[src/design/ust_divider.sv]
// Pipelined restoring divider; each stage computes BPS quotient bits and registers them.
// Depends on nothing; instantiated by uv_sphere_tessellator.
`default_nettype none
module ust_divider #(
	parameter int NW     = 24,
	parameter int DW     = 8,
	parameter int STAGES = 4
) (
	input  wire logic          clk,
	input  wire logic [NW-1:0] num,
	input  wire logic [DW-1:0] den,
	output logic      [NW-1:0] quo
);
	localparam int BPS = (NW + STAGES - 1) / STAGES;
	localparam int QB  = BPS * STAGES;

	logic [DW-1:0] rem_s [STAGES+1];
	logic [QB-1:0] num_s [STAGES+1];
	logic [DW-1:0] den_s [STAGES+1];

	assign rem_s[0] = '0;
	assign num_s[0] = QB'(num);
	assign den_s[0] = den;

	for (genvar g = 0; g < STAGES; g++) begin : g_stage
		logic [DW-1:0] rem_n;
		logic [QB-1:0] num_n;

		always_comb begin
			logic [DW:0] t;
			rem_n = rem_s[g];
			num_n = num_s[g];
			t     = '0;
			for (int k = 0; k < BPS; k++) begin
				t     = {rem_n, num_n[QB-1]};
				num_n = {num_n[QB-2:0], 1'b0};
				if (t >= {1'b0, den_s[g]}) begin
					rem_n    = DW'(t - {1'b0, den_s[g]});
					num_n[0] = 1'b1;
				end else begin
					rem_n = t[DW-1:0];
				end
			end
		end

		always_ff @(posedge clk) begin
			rem_s[g+1] <= rem_n;
			num_s[g+1] <= num_n;
			den_s[g+1] <= den_s[g];
		end
	end

	assign quo = num_s[STAGES][NW-1:0];

endmodule
`default_nettype wire

[config.mk]
export PLATFORM = sky130hd
export DESIGN_NAME = ust_divider
export DESIGN_NICKNAME = d
export VERILOG_FILES = /design/src/design/ust_divider.sv
export SDC_FILE = /design/constraint.sdc
export NUM_CORES = 1
export LEC_CHECK = 0
export ABC_AREA = 1
export BUFFER_PORTS_ARGS = -buffer_cell sky130_fd_sc_hd__buf_4
export CORE_AREA = 3 3 145 218
export CTS_CLUSTER_DIAMETER = 30
export DETAILED_ROUTE_END_ITERATION = 8
export DIE_AREA = 0 0 148 221
export SYNTH_ARGS = -nofsm -noshare
export SYNTH_HDL_FRONTEND = slang
export SYNTH_SLANG_ARGS = --single-unit
[constraint.sdc]
create_clock -name clk -period 10.15 [get_ports clk]
set_input_delay 1.5225 -clock clk [delete_from_list [all_inputs] [get_ports clk]]
set_output_delay 1.5225 -clock clk [all_outputs]
set_load 0.02 [all_outputs]
==> summary.txt <==
Cell area after synthesis - 0.0131 mm²
Yosys warns - 0
H-tree Lvls - 4
Final Critical Period - 9.45 ns
Layout Nets - 2451
Most frequent cells in the layout - nand2_1, buf_4, inv_1
Die area - 0.0327 mm²
Starting DRC count in detailed routing - 425
Antenna violations before repair - 0
Worst slew pin tran - 0.420 ns
Clock Pin Slew Worst Setup and Hold Paths - 0.07 ns
Crit path launch - num[23]
Clock root cell - clkbuf_16
Clk Latency, worst-skew pair - 0.45 ns
CTS tree - built
RD Place Congestion - 0.929
Cells taking the most area after synthesis - dfxtp_1, ha_1, nand2_1, inv_1, xor2_1
Hold-fix buffers, CTS - 0
GRT Resource Usage Total - 21.4%
GRT Residual Overflow - 0
First-pass GRT wire length - 57.3 mm
Starting density of the core - 43.6%
Gate Count Post-Synth - 1856
# rows - 78
Final-report setup violation count - 0
I/O pin total - 57
RSZ-0062 raised after global routing - true
Crit share post-route - 93.1%
Total CTS buffers - 17
Largest area contributor in the netlist - dfxtp_1
#FFs+latches synth - 144
Cells after DPL - 2567
CTS Buffer Depth - 2
Clk sinks - 144
Hold Path Origin - g_stage[2].num_n[6]
Final worst setup slack - 0.703 ns
Clk_skew - 0.0168 ns
Final WL - 36.0 mm
Max Slew Vio Count - 0
1st-pass router iterations - 4
Place WS - -0.272 ns
Hold Path Class - flop to flop
Area Overhead vs Synth - 33.6%
Most common cell on crit path - nand2_1
HPWL Detailed - 28.5 mm
Status - completed
Synth cell types - 48
Vias in the first global route - 12800
Slowest cell on the critical path - ha_1
Maximum clock rate - 106 MHz
Sequential share of the synthesized area - 22.0%
Crit-path max cell delay - 0.32 ns
DIE HEIGHT - 221 µm
Max-cap violations - 0
Post-synth top area share - 22.0%
Critical Path AT - 9.84 ns
Worst Path Required - 10.54 ns
Via density - 4.91
Commonest non-fill, non-tap cell in the layout - nand2_1
FF-to-FF Start - den_s[15]
Slew margin rel. - 71.6%
Worst Path Max Fanout - 8
DRT antenna net count - 0
Syn Nets - 2097
CP Class - input port to flop
Setup crit end kind - flop
Largest net degree at the start of global routing - 17
CORE AREA - 0.0301 mm²
Die width - 148 µm
DR vias - 12900
Inserted Diodes - 0
# port buffers - 56
Final hold violations - 0
Avg Cell Area, Syn - 7.06 µm²
Startpoint types - input port
DRC violations left - 0
Non-Filler Instances - 2623
Routed length per instance - 13.7 µm
Share of layout cells above drive strength 1 - 28.3%
-- Yosys cell counts (all sizes together) --
library cell and instances:
or3 3, a31oi 3, nand4 18, nor4 11, nor3 22, xor2 77
or2 14, fa 22, nand2 443, a21oi 126, o21ai 120, xnor2 27
o211ai 2, o21ba 1, o21a 9, o21bai 11, o311ai 8, inv 320
nand3 102, nand3b 9, a21o 7, buf 39, a221oi 1, o31ai 4
dfxtp 144, a211oi 4, and2 5, nor2 115, a21boi 2, nor3b 1
ha 186
-- worst paths after layout --
| kind | to | slack (ns) | cells after the start |
|---|---|---|---|
| setup / recovery | rem_s[24] | 0.70 | 68 |
| hold / removal | g_stage[3].num_n[12] | 0.32 | 0 |
| setup reg to reg | quo[0] | 0.73 | 73 |
| hold reg to reg | g_stage[3].num_n[12] | 0.32 | 0 |
-- stage by stage --
| step | TNS (ns) | hold slack [ns] | utilization, % | area [µm²] |
|---|---|---|---|---|
| after floorplan | 0 | 0.310 | - | 13100 |
| after global placement | -0.0119 | 0.309 | 53.0 | 15900 |
| after detailed placement | -2.37 | 0.312 | 53.0 | 15900 |
| after CTS | 0 | 0.325 | 54.9 | 16500 |
| after global routing | -2.02 | 0.329 | 58.2 | 17500 |
| final | 0 | 0.323 | 58.2 | 17500 |
-- cells by family (layout without fill, tap and decap cells) --
group | Yosys count | in the layout | synth area share, %
and+or+nand+nor | 743 | 744 | 25.6
buffers and inverters | 359 | 725 | 11.5
AOI/OAI and AO/OA | 298 | 298 | 12.8
adders and majority gates | 208 | 208 | 21.1
DFF | 144 | 144 | 22.0
xor gates and xnor gates | 104 | 104 | 6.96
-- worst max-delay path, delay by kind of cell --
family,cells,cell delay [ns]
compound gates,18,2.46
buf+inv,14,1.28
simple gates,29,2.89
fa+ha+maj,7,1.68
-- final cells by class --
class	instances	area [µm²]
clock buffers	17	425
clock inverters	15	149
fillers	2908	12600
inverters	320	1200
multi-input cells	1354	9520
flip-flops and latches	144	2880
well taps	400	500
repair buffers	373	2820
-- per-layer routing --
metal / wire [µm] / global-route usage (%) / share of wire (%)
met1: 14000 / 21.8 / 39
met2: 19700 / 41.7 / 55
met3: 839 / 2.79 / 2.3
met4: 1450 / 10.4 / 4.0
met5: 0 / 0 / 0
-- what timing repair did --
action | in CTS | in global routing
gates resized for setup | 6 | 211
gates cloned | 0 | 2
pin swaps | 0 | 55
setup buffers | 0 | 22
endpoints found under the setup margin | 10 | 28
-- state kept, by name, indices dropped and copies added, names as in the netlist --
name,cells
den_s,24
rem_s,24
num_s,15
quo,24
g_stage.num_n,54
g_stage.$4.t,3
Power is left out: the tool's default activity adds up to more than one toggle a clock period on the data nets, which glitch-free logic cannot reach.
